==> src/hw/rtl/assert_macros.svh <==
// Assertion macros for the RTL of the I-type execute block.
// No dependencies; every user must have clk and rst_n in scope.
`ifndef ASSERT_MACROS_SVH
`define ASSERT_MACROS_SVH

// Implication check, sampled on clk, off while in reset.
`define ITE_ASSERT(label, prop, msg) \
    label: assert property (@(posedge clk) disable iff (!rst_n) prop) else $error(msg);

// Condition that must never be seen on a clock edge.
`define ITE_NEVER(label, cond, msg) \
    label: assert property (@(posedge clk) disable iff (!rst_n) !(cond)) else $error(msg);

`endif

==> src/hw/rtl/ite_pkg.sv <==
// Shared types and constants for the I-type execute block.
// No dependencies.
package ite_pkg;

    localparam int WORD_W = 32;
    localparam int HALF_W = 16;
    localparam int OP_W   = 5;
    localparam int LANE_W = 4;

    localparam logic [WORD_W-1:0] FULL_MASK  = 32'hFFFF_FFFF;
    localparam int                HALF_SHIFT = 16;

    typedef enum logic [OP_W-1:0] {
        OP_ADDI   = 5'd0,
        OP_ADDIU  = 5'd1,
        OP_ANDI   = 5'd2,
        OP_ORI    = 5'd3,
        OP_XORI   = 5'd4,
        OP_SLTI   = 5'd5,
        OP_SLTIU  = 5'd6,
        OP_LUI    = 5'd7,
        OP_LW     = 5'd8,
        OP_LB     = 5'd9,
        OP_LBU    = 5'd10,
        OP_LH     = 5'd11,
        OP_LHU    = 5'd12,
        OP_LWL    = 5'd13,
        OP_LWR    = 5'd14,
        OP_SW     = 5'd15,
        OP_SB     = 5'd16,
        OP_SH     = 5'd17,
        OP_BEQ    = 5'd18,
        OP_BNE    = 5'd19,
        OP_BGEZ   = 5'd20,
        OP_BGTZ   = 5'd21,
        OP_BLEZ   = 5'd22,
        OP_BLTZ   = 5'd23,
        OP_BGEZAL = 5'd24,
        OP_BLTZAL = 5'd25
    } op_t;

    typedef struct packed {
        logic [OP_W-1:0]   operation;
        logic [WORD_W-1:0] base_value;
        logic [WORD_W-1:0] target_value;
        logic [HALF_W-1:0] immediate;
        logic [WORD_W-1:0] memory_word;
    } instr_t;

    typedef struct packed {
        logic              write_enable;
        logic [WORD_W-1:0] write_value;
        logic [WORD_W-1:0] effective_address;
        logic              read_enable;
        logic              store_enable;
        logic [LANE_W-1:0] byte_lanes;
        logic [WORD_W-1:0] store_word;
        logic              branch_taken;
        logic              link_request;
        logic              overflow;
        logic              address_error;
    } result_t;

endpackage

==> src/hw/rtl/ite_if.sv <==
// Request and result channel interfaces for the I-type execute block.
// Depends on ite_pkg for field widths.
interface ite_instr_if;
    import ite_pkg::*;

    logic              valid;
    logic              ready;
    logic [OP_W-1:0]   operation;
    logic [WORD_W-1:0] base_value;
    logic [WORD_W-1:0] target_value;
    logic [HALF_W-1:0] immediate;
    logic [WORD_W-1:0] memory_word;

    modport source (output valid, operation, base_value, target_value, immediate,
                    memory_word, input ready);
    modport sink   (input valid, operation, base_value, target_value, immediate,
                    memory_word, output ready);
endinterface

interface ite_result_if;
    import ite_pkg::*;

    logic              valid;
    logic              ready;
    logic              write_enable;
    logic [WORD_W-1:0] write_value;
    logic [WORD_W-1:0] effective_address;
    logic              read_enable;
    logic              store_enable;
    logic [LANE_W-1:0] byte_lanes;
    logic [WORD_W-1:0] store_word;
    logic              branch_taken;
    logic              link_request;
    logic              overflow;
    logic              address_error;

    modport source (output valid, write_enable, write_value, effective_address,
                    read_enable, store_enable, byte_lanes, store_word, branch_taken,
                    link_request, overflow, address_error, input ready);
    modport sink   (input valid, write_enable, write_value, effective_address,
                    read_enable, store_enable, byte_lanes, store_word, branch_taken,
                    link_request, overflow, address_error, output ready);
endinterface

==> src/hw/rtl/ite_exec.sv <==
// Combinational I-type execute logic: ALU, load extract/merge, store lanes, branches.
// Depends on ite_pkg.
module ite_exec (
    input  ite_pkg::instr_t  instr,
    output ite_pkg::result_t res
);
    import ite_pkg::*;

    logic [WORD_W-1:0] simm;
    logic [WORD_W-1:0] zimm;
    logic [WORD_W-1:0] addr;
    logic [1:0]        b;
    logic [WORD_W-1:0] rs;
    logic [WORD_W-1:0] rt;
    logic [WORD_W-1:0] mem;
    logic [WORD_W-1:0] sum;
    logic [7:0]        ld_byte;
    logic [HALF_W-1:0] ld_half;
    logic [WORD_W-1:0] lwl_word;
    logic [WORD_W-1:0] lwr_word;
    logic              rs_neg;
    logic              rs_zero;
    op_t               op;

    assign rs   = instr.base_value;
    assign rt   = instr.target_value;
    assign mem  = instr.memory_word;
    assign simm = {{(WORD_W-HALF_W){instr.immediate[HALF_W-1]}}, instr.immediate};
    assign zimm = {{(WORD_W-HALF_W){1'b0}}, instr.immediate};
    assign sum  = rs + simm;
    assign addr = sum;
    assign b    = addr[1:0];
    assign op   = op_t'(instr.operation);
    assign rs_neg  = rs[WORD_W-1];
    assign rs_zero = (rs == '0);

    // big-endian: byte offset 0 sits in bits 31:24
    always_comb
    begin
        case (b)
            2'd0:    ld_byte = mem[31:24];
            2'd1:    ld_byte = mem[23:16];
            2'd2:    ld_byte = mem[15:8];
            default: ld_byte = mem[7:0];
        endcase
        ld_half = b[1] ? mem[15:0] : mem[31:16];
        case (b)
            2'd0:    lwl_word = mem;
            2'd1:    lwl_word = {mem[23:0], rt[7:0]};
            2'd2:    lwl_word = {mem[15:0], rt[15:0]};
            default: lwl_word = {mem[7:0], rt[23:0]};
        endcase
        // loaded bytes start from zero; upper bytes come from rt only
        case (b)
            2'd0:    lwr_word = {rt[31:8], mem[31:24]};
            2'd1:    lwr_word = {rt[31:16], mem[31:16]};
            2'd2:    lwr_word = {rt[31:24], mem[31:8]};
            default: lwr_word = mem;
        endcase
    end

    always_comb
    begin
        res = '0;
        if (instr.operation >= OP_LW && instr.operation <= OP_SH)
        begin
            res.effective_address = addr;
        end
        case (op)
            OP_ADDI:
            begin
                if (rs_neg == simm[WORD_W-1] && sum[WORD_W-1] != rs_neg)
                begin
                    res.overflow = 1'b1;
                end
                else
                begin
                    res.write_enable = 1'b1;
                    res.write_value  = sum;
                end
            end
            OP_ADDIU:
            begin
                res.write_enable = 1'b1;
                res.write_value  = sum;
            end
            OP_ANDI:
            begin
                res.write_enable = 1'b1;
                res.write_value  = rs & zimm;
            end
            OP_ORI:
            begin
                res.write_enable = 1'b1;
                res.write_value  = rs | zimm;
            end
            OP_XORI:
            begin
                res.write_enable = 1'b1;
                res.write_value  = rs ^ zimm;
            end
            OP_SLTI:
            begin
                res.write_enable = 1'b1;
                res.write_value  = {{(WORD_W-1){1'b0}}, ($signed(rs) < $signed(simm))};
            end
            OP_SLTIU:
            begin
                res.write_enable = 1'b1;
                res.write_value  = {{(WORD_W-1){1'b0}}, (rs < simm)};
            end
            OP_LUI:
            begin
                res.write_enable = 1'b1;
                res.write_value  = zimm << HALF_SHIFT;
            end
            OP_LW:
            begin
                if (b != 2'd0)
                begin
                    res.address_error = 1'b1;
                end
                else
                begin
                    res.read_enable  = 1'b1;
                    res.write_enable = 1'b1;
                    res.write_value  = mem;
                end
            end
            OP_LB:
            begin
                res.read_enable  = 1'b1;
                res.write_enable = 1'b1;
                res.write_value  = {{(WORD_W-8){ld_byte[7]}}, ld_byte};
            end
            OP_LBU:
            begin
                res.read_enable  = 1'b1;
                res.write_enable = 1'b1;
                res.write_value  = {{(WORD_W-8){1'b0}}, ld_byte};
            end
            OP_LH, OP_LHU:
            begin
                if (b[0])
                begin
                    res.address_error = 1'b1;
                end
                else
                begin
                    res.read_enable  = 1'b1;
                    res.write_enable = 1'b1;
                    res.write_value  = {{(WORD_W-HALF_W){(op == OP_LH) & ld_half[HALF_W-1]}},
                                        ld_half};
                end
            end
            OP_LWL:
            begin
                res.read_enable  = 1'b1;
                res.write_enable = 1'b1;
                res.write_value  = lwl_word;
            end
            OP_LWR:
            begin
                res.read_enable  = 1'b1;
                res.write_enable = 1'b1;
                res.write_value  = lwr_word;
            end
            OP_SW:
            begin
                if (b != 2'd0)
                begin
                    res.address_error = 1'b1;
                end
                else
                begin
                    res.store_enable = 1'b1;
                    res.byte_lanes   = 4'b1111;
                    res.store_word   = rt;
                end
            end
            OP_SB:
            begin
                res.store_enable = 1'b1;
                res.byte_lanes   = 4'b1000 >> b;
                // shift by 8*(3-b); 3-b is ~b on two bits
                res.store_word   = {{(WORD_W-8){1'b0}}, rt[7:0]} << {~b, 3'b000};
            end
            OP_SH:
            begin
                if (b[0])
                begin
                    res.address_error = 1'b1;
                end
                else
                begin
                    res.store_enable = 1'b1;
                    res.byte_lanes   = b[1] ? 4'b0011 : 4'b1100;
                    res.store_word   = b[1] ? {{HALF_W{1'b0}}, rt[HALF_W-1:0]}
                                            : {rt[HALF_W-1:0], {HALF_W{1'b0}}};
                end
            end
            OP_BEQ:  res.branch_taken = (rs == rt);
            OP_BNE:  res.branch_taken = (rs != rt);
            OP_BGEZ: res.branch_taken = !rs_neg;
            OP_BGTZ: res.branch_taken = !rs_neg && !rs_zero;
            OP_BLEZ: res.branch_taken = rs_neg || rs_zero;
            OP_BLTZ: res.branch_taken = rs_neg;
            OP_BGEZAL:
            begin
                res.branch_taken = !rs_neg;
                res.link_request = 1'b1;
            end
            OP_BLTZAL:
            begin
                res.branch_taken = rs_neg;
                res.link_request = 1'b1;
            end
            default: res = '0;
        endcase
    end

endmodule

==> src/hw/rtl/ite_result_reg.sv <==
// Result register with valid/ready handshake toward the consumer.
// Depends on ite_pkg and ite_result_if.
module ite_result_reg (
    input  logic              clk,
    input  logic              rst_n,
    input  logic              valid,
    input  ite_pkg::result_t  item,
    output logic              ready,
    ite_result_if.source      result
);
    import ite_pkg::*;

    logic    valid_reg;
    logic    valid_next;
    result_t item_reg;

    // accept whenever the register is empty or being drained this cycle
    assign ready      = !valid_reg || result.ready;
    assign valid_next = ready ? valid : valid_reg;

    always_ff @(posedge clk or negedge rst_n)
    begin
        if (!rst_n)
        begin
            valid_reg <= 1'b0;
        end
        else
        begin
            valid_reg <= valid_next;
        end
    end

    always_ff @(posedge clk)
    begin
        if (ready && valid)
        begin
            item_reg <= item;
        end
    end

    assign result.valid             = valid_reg;
    assign result.write_enable      = item_reg.write_enable;
    assign result.write_value       = item_reg.write_value;
    assign result.effective_address = item_reg.effective_address;
    assign result.read_enable       = item_reg.read_enable;
    assign result.store_enable      = item_reg.store_enable;
    assign result.byte_lanes        = item_reg.byte_lanes;
    assign result.store_word        = item_reg.store_word;
    assign result.branch_taken      = item_reg.branch_taken;
    assign result.link_request      = item_reg.link_request;
    assign result.overflow          = item_reg.overflow;
    assign result.address_error     = item_reg.address_error;

endmodule

==> src/hw/rtl/immediate_type_instruction_execute_top.sv <==
// I-type execute stage: one request per clock while the result side is not stalled.
// A request is captured in an input register, evaluated by a single combinational pass
// (adder, byte/halfword select, merge and compare logic), and held in a result register.
// Both registers advance together, so a new request is taken every cycle while the result
// side keeps up; a stalled result holds the pipe and the input side backs up one request.
// Depends on ite_pkg, ite_if, ite_exec, ite_result_reg and assert_macros.svh.
`include "assert_macros.svh"

module immediate_type_instruction_execute_top (
    input  logic         clk,
    input  logic         rst_n,
    ite_instr_if.sink    instr,
    ite_result_if.source result
);
    import ite_pkg::*;

    logic    in_valid_reg;
    logic    in_valid_next;
    instr_t  in_item_reg;
    result_t exec_res;
    logic    res_ready;

    assign instr.ready   = !in_valid_reg || res_ready;
    assign in_valid_next = instr.ready ? instr.valid : in_valid_reg;

    always_ff @(posedge clk or negedge rst_n)
    begin
        if (!rst_n)
        begin
            in_valid_reg <= 1'b0;
        end
        else
        begin
            in_valid_reg <= in_valid_next;
        end
    end

    always_ff @(posedge clk)
    begin
        if (instr.valid && instr.ready)
        begin
            in_item_reg.operation    <= instr.operation;
            in_item_reg.base_value   <= instr.base_value;
            in_item_reg.target_value <= instr.target_value;
            in_item_reg.immediate    <= instr.immediate;
            in_item_reg.memory_word  <= instr.memory_word;
        end
    end

    ite_exec u_exec (
        .instr (in_item_reg),
        .res   (exec_res)
    );

    ite_result_reg u_result_reg (
        .clk    (clk),
        .rst_n  (rst_n),
        .valid  (in_valid_reg),
        .item   (exec_res),
        .ready  (res_ready),
        .result (result)
    );

    `ITE_ASSERT(a_pipe_advance, (in_valid_reg && res_ready) |=> result.valid, "request lost between stages")
    `ITE_NEVER(a_ld_st_excl, result.valid && result.read_enable && result.store_enable, "load and store together")
    `ITE_ASSERT(a_fault_no_write, (result.valid && (result.address_error || result.overflow)) |-> (!result.write_enable && !result.read_enable && !result.store_enable), "write on faulting request")
    `ITE_ASSERT(a_idle_value_zero, (result.valid && !result.write_enable) |-> (result.write_value == '0), "stale write value")

endmodule
==> src/flat_wrapper.sv <==
// flat-port wrapper written by rule: the top's interface ports become plain ports
module immediate_type_instruction_execute_top_flat import ite_pkg::*;
  (clk, rst_n, instr_valid, instr_operation, instr_base_value, instr_target_value, instr_immediate, instr_memory_word, instr_ready, result_valid, result_write_enable, result_write_value, result_effective_address, result_read_enable, result_store_enable, result_byte_lanes, result_store_word, result_branch_taken, result_link_request, result_overflow, result_address_error, result_ready);
  ite_instr_if instr_i ();
  ite_result_if result_i ();
  input  logic clk;
  input  logic rst_n;
  input wire logic [$bits(instr_i.valid)-1:0] instr_valid;
  input wire logic [$bits(instr_i.operation)-1:0] instr_operation;
  input wire logic [$bits(instr_i.base_value)-1:0] instr_base_value;
  input wire logic [$bits(instr_i.target_value)-1:0] instr_target_value;
  input wire logic [$bits(instr_i.immediate)-1:0] instr_immediate;
  input wire logic [$bits(instr_i.memory_word)-1:0] instr_memory_word;
  output wire logic [$bits(instr_i.ready)-1:0] instr_ready;
  output wire logic [$bits(result_i.valid)-1:0] result_valid;
  output wire logic [$bits(result_i.write_enable)-1:0] result_write_enable;
  output wire logic [$bits(result_i.write_value)-1:0] result_write_value;
  output wire logic [$bits(result_i.effective_address)-1:0] result_effective_address;
  output wire logic [$bits(result_i.read_enable)-1:0] result_read_enable;
  output wire logic [$bits(result_i.store_enable)-1:0] result_store_enable;
  output wire logic [$bits(result_i.byte_lanes)-1:0] result_byte_lanes;
  output wire logic [$bits(result_i.store_word)-1:0] result_store_word;
  output wire logic [$bits(result_i.branch_taken)-1:0] result_branch_taken;
  output wire logic [$bits(result_i.link_request)-1:0] result_link_request;
  output wire logic [$bits(result_i.overflow)-1:0] result_overflow;
  output wire logic [$bits(result_i.address_error)-1:0] result_address_error;
  input wire logic [$bits(result_i.ready)-1:0] result_ready;
  assign instr_i.valid = instr_valid;
  assign instr_i.operation = instr_operation;
  assign instr_i.base_value = instr_base_value;
  assign instr_i.target_value = instr_target_value;
  assign instr_i.immediate = instr_immediate;
  assign instr_i.memory_word = instr_memory_word;
  assign instr_ready = instr_i.ready;
  assign result_valid = result_i.valid;
  assign result_write_enable = result_i.write_enable;
  assign result_write_value = result_i.write_value;
  assign result_effective_address = result_i.effective_address;
  assign result_read_enable = result_i.read_enable;
  assign result_store_enable = result_i.store_enable;
  assign result_byte_lanes = result_i.byte_lanes;
  assign result_store_word = result_i.store_word;
  assign result_branch_taken = result_i.branch_taken;
  assign result_link_request = result_i.link_request;
  assign result_overflow = result_i.overflow;
  assign result_address_error = result_i.address_error;
  assign result_i.ready = result_ready;
  immediate_type_instruction_execute_top u_core (.clk(clk), .rst_n(rst_n), .instr(instr_i), .result(result_i));
endmodule
==> config.mk <==
export PLATFORM = sky130hd
export DESIGN_NAME = immediate_type_instruction_execute_top_flat
export DESIGN_NICKNAME = d
export VERILOG_FILES = /design/src/hw/rtl/ite_pkg.sv /design/src/hw/rtl/ite_if.sv /design/src/hw/rtl/ite_exec.sv /design/src/hw/rtl/ite_result_reg.sv /design/src/hw/rtl/immediate_type_instruction_execute_top.sv /design/src/flat_wrapper.sv
export VERILOG_INCLUDE_DIRS = /design/src /design/src/hw/rtl
export SDC_FILE = /design/constraint.sdc
export NUM_CORES = 1
export LEC_CHECK = 0
export BUFFER_PORTS_ARGS = -buffer_cell sky130_fd_sc_hd__buf_2
export CORE_MARGIN = 2
export CORE_UTILIZATION = 35
export DETAILED_ROUTE_END_ITERATION = 8
export PLACE_DENSITY = 0.5
export SLEW_MARGIN = 20
export SYNTH_ARGS = -nofsm -noshare
export SYNTH_HDL_FRONTEND = slang
export SYNTH_SLANG_ARGS = --single-unit
==> constraint.sdc <==
create_clock -name clk -period 10.9 [get_ports clk]
set_clock_uncertainty 0.1 [all_clocks]
set_input_delay 1.09 -clock clk [delete_from_list [all_inputs] [get_ports clk]]
set_output_delay 1.09 -clock clk [all_outputs]
set_load 0.1 [all_outputs]
==> impl_results.md <==
* Crit path arrival time at 5.21 ns
* Fin. max-slew vios at 0
* Area of the multi-input gates at 6190 µm²
* Clock Pin Slew Worst Setup and Hold Paths at 0.06 ns
* Setup WS pre-CTS at 6.23 ns
* DR pass1 iterations at 5
* Final Cycle Share at 0.451
* Largest net degree at the start of global routing at between 60 and 70
* Classification of the worst setup path: register to register
* Nets at 1618
* Setup TNS at 0 ns
* CP Capture Point: u_core.u_result_reg.result.write_value[5]
* Status: complete, no violations
* Count of cell types in the netlist at 75
* GPL Wtd Cong at 1.00
* Flop-to-flop setup slack at ~6 ns
* RSZ-0062 raised after global routing: no
* DRT Wirelength at 54200 µm
* Final hold vios at 0
* # DRC at 0
* # fillers at 3736
* Sequential fraction of the synthesis area at 0.502
* Cts bufs inserted at 27
* Layout area overhead at 18.3%
* Crit path capture type: register
* Sinks on Clock Net at 226
* Antenna diode count at 0
* Slew @ Worst Pin at 1.17 ns
* EDFF count, synth at ~220
* Root buffer cell: clkbuf_16
* Post-layout power at 2.80 mW
* Syn Area/Cell at 11.1 µm²
* Worst skew pair latency at roughly 0.60 ns
* Setup violators final at 0
* # resized after CTS at 0
* Worst min path class: primary input to asynchronous set/reset pin
* ANT nets after route at 0
* Post-Synth Simple-Gate Area at 0.123
* Port bufs at between 200 and 250
* Die area at 40200 µm²
* Slew margin rel. at 0.200
* FP Rows at 71
* Initial antenna violation count at 1
* First-pass GRT wire length at 77100 µm
* Worst reg2reg path endpoint: u_core.u_result_reg.result.write_value[5]
* Worst VDD drop at 166 µV
* Register area at 6780 µm²
* Ports at 230
* Main synth FF type: edfxtp_1
* Largest family of logic cells by synthesized area: compound AO/OA/AOI/OAI gates
* GR Overflow Total at 0
* H-tree levels at 1
* Max reg flops at 117
* Share of cells above drive strength 1 at 0.237
* Critical Path Start: u_core.in_item_reg[80]
* CTS hold repair buffers at 0
* Post-Syn Nets at roughly 1400
* Per-cell routed wire length at 27.8 µm
* Crit start category: register
* Req. time, crit path at 11.19 ns
* DRT iter0 DRCs at roughly 1500
* Core area at roughly 38000 µm²
* Routed vias/inst at 5.71
* HPWL after DPL at 41000 µm
* Gr usage total at 0.263
* Synth async-reset ratio at 0.00885
* P_leak at roughly 6.4 nW
* Vias at about 11000
* Max FO, Critical Path at 41
* YS warnings at 0
* Yosys reg bits at 226
* Max Freq at 203 MHz
* Vias in the first global route at 10800
* Max-Cap Viols at 0
* Synth Area in Adders at 0.0747
* Post-Synth XOR/XNOR Area at 0.0427
* Die W at 200 µm
* Initial Util at 0.357
* Clk buf depth at 3
* Synth Area in Compound Gates at 0.178
* Setup slack after layout at about 6 ns
* Worst r2r path cells at 11
* Post-synthesis mux area share at 0.0383
* Mapped Cells at about 1200
* Synth Cell Area at between 10000 and 15000 µm²
* Pwr Density at between 150 and 200 nW/µm²
* Post-CTS Setup Inserts at 0
* DIE HEIGHT at 200 µm
* Crit path time final at roughly 5 ns
* Critical R2R Launch: u_core.in_item_reg[80]
* CTS tree: done
[cell usage in the layout, fill, tap and decap left out, types with 6 or more instances in the layout]
cell type  instances
buf_4             11
a222oi_1          16
a2111oi_0          6
nor3b_1            6
o21a_1             8
nand2_1           72
nor4_1            13
clkbuf_16         27
nand3_1           31
o211ai_1          20
o2111ai_2         14
and3_1             9
buf_2            229
mux2_2            11
inv_2              6
nor2_1            95
a22o_1            16
edfxtp_1         224
a21oi_1           68
xor2_1             9
nand2b_1          15
ha_1              79
a21o_1            14
clkinv_2           6
xnor2_1           55
o21bai_1           6
a22oi_1           30
a221oi_1          11
inv_1             58
nor3_1            19
nand4_1           16
o21ai_0           47
nor2b_1           20
a211oi_1          17
o21ai_1           22
a31oi_1            6
mux2i_1           37
or3_1              8
o31ai_1            7
[critical path, stage by stage, from the launching register on]
cell and delay, ns:
edfxtp_1 0.43, ha_1 0.25, inv_1 0.08, fa_4 1.14, nor2b_1 0.90, and4b_1 0.78
nor2_1 0.31, a21oi_1 0.25, a21oi_1 0.07, o211ai_1 0.13, a21oi_1 0.12, o21ai_1 0.13
[kinds of logic (layout without fill, tap and decap cells)]
kind of cell               Yosys count  after routing
muxes                               49             49
xor gates and xnor gates            65             65
and+or+nand+nor                    330            330
adders and majority gates           80             80
buffers and inverters              130            354
AOI/OAI and AO/OA                  334            334
DFF                                226            226
[where the power goes]
group / total (mW) / leakage, nW / switching, mW / internal (mW)
Clock: 0.921 / 0.425 / 0.390 / 0.531
Sequential: 1.12 / 2.22 / 0.0815 / 1.04
Combinational: 0.758 / 3.76 / 0.577 / 0.181
[worst min path at each step]
stage	start	endpoint	slack, ns
3_3_place_gp	u_core.in_valid_reg	u_core.u_result_reg.result.valid	0.38
6_report	rst_n	u_core.in_valid_reg	0.17
5_1_grt	rst_n	u_core.u_result_reg.result.valid	0.16
3_5_place_dp	u_core.in_valid_reg	u_core.u_result_reg.result.valid	0.40
4_1_cts	rst_n	u_core.in_valid_reg	0.16
2_1_floorplan	u_core.in_valid_reg	u_core.u_result_reg.result.valid	0.35
[cell usage after synthesis (20+ instances only)]
| cell type | instances | share of area |
|---|---|---|
| nor3_1 | 20 | 0.0074 |
| o21ai_0 | 47 | 0.017 |
| a21oi_1 | 68 | 0.025 |
| nor2b_1 | 20 | 0.0093 |
| inv_1 | 58 | 0.016 |
| mux2i_1 | 37 | 0.027 |
| buf_2 | 21 | 0.0078 |
| nand3_1 | 31 | 0.011 |
| edfxtp_1 | 224 | 0.50 |
| ha_1 | 79 | 0.073 |
| nand2_1 | 72 | 0.020 |
| o21ai_1 | 22 | 0.0082 |
| a22oi_1 | 30 | 0.017 |
| o211ai_1 | 20 | 0.011 |
| clkbuf_1 | 31 | 0.0086 |
| nor2_1 | 97 | 0.027 |
| xnor2_1 | 55 | 0.036 |
[per-layer routing]
metal,part of all wire,GRT usage,vias to the layer above
met1,0.44,0.370,5490
li1,-,-,5018
met2,0.45,0.415,527
met5,0,0,-
met3,0.070,0.0449,95
met4,0.033,0.0772,0
[cell type report]
cell class / instances / share of cell area
Clock buffer: 32 / 0.0435
Tap cell: 511 / 0.0400
Clock inverter: 18 / 0.0125
Inverter: 64 / 0.0150
Multi-Input combinational cell: 858 / 0.388
Sequential cell: 226 / 0.424
Timing Repair Buffer: 240 / 0.0769
[stage by stage]
stage                util  instances  hold WS [ns]  instance area [µm²]
detailed placement  0.398       1899         0.398                15100
finish              0.422       1949         0.171                16000
CTS                 0.422       1949         0.156                16000
global placement    0.398       1899         0.381                15100
global route        0.422       1949         0.164                16000
floorplan               -       1214         0.349                13500
Note: power is estimated with default switching activity, not from simulation.
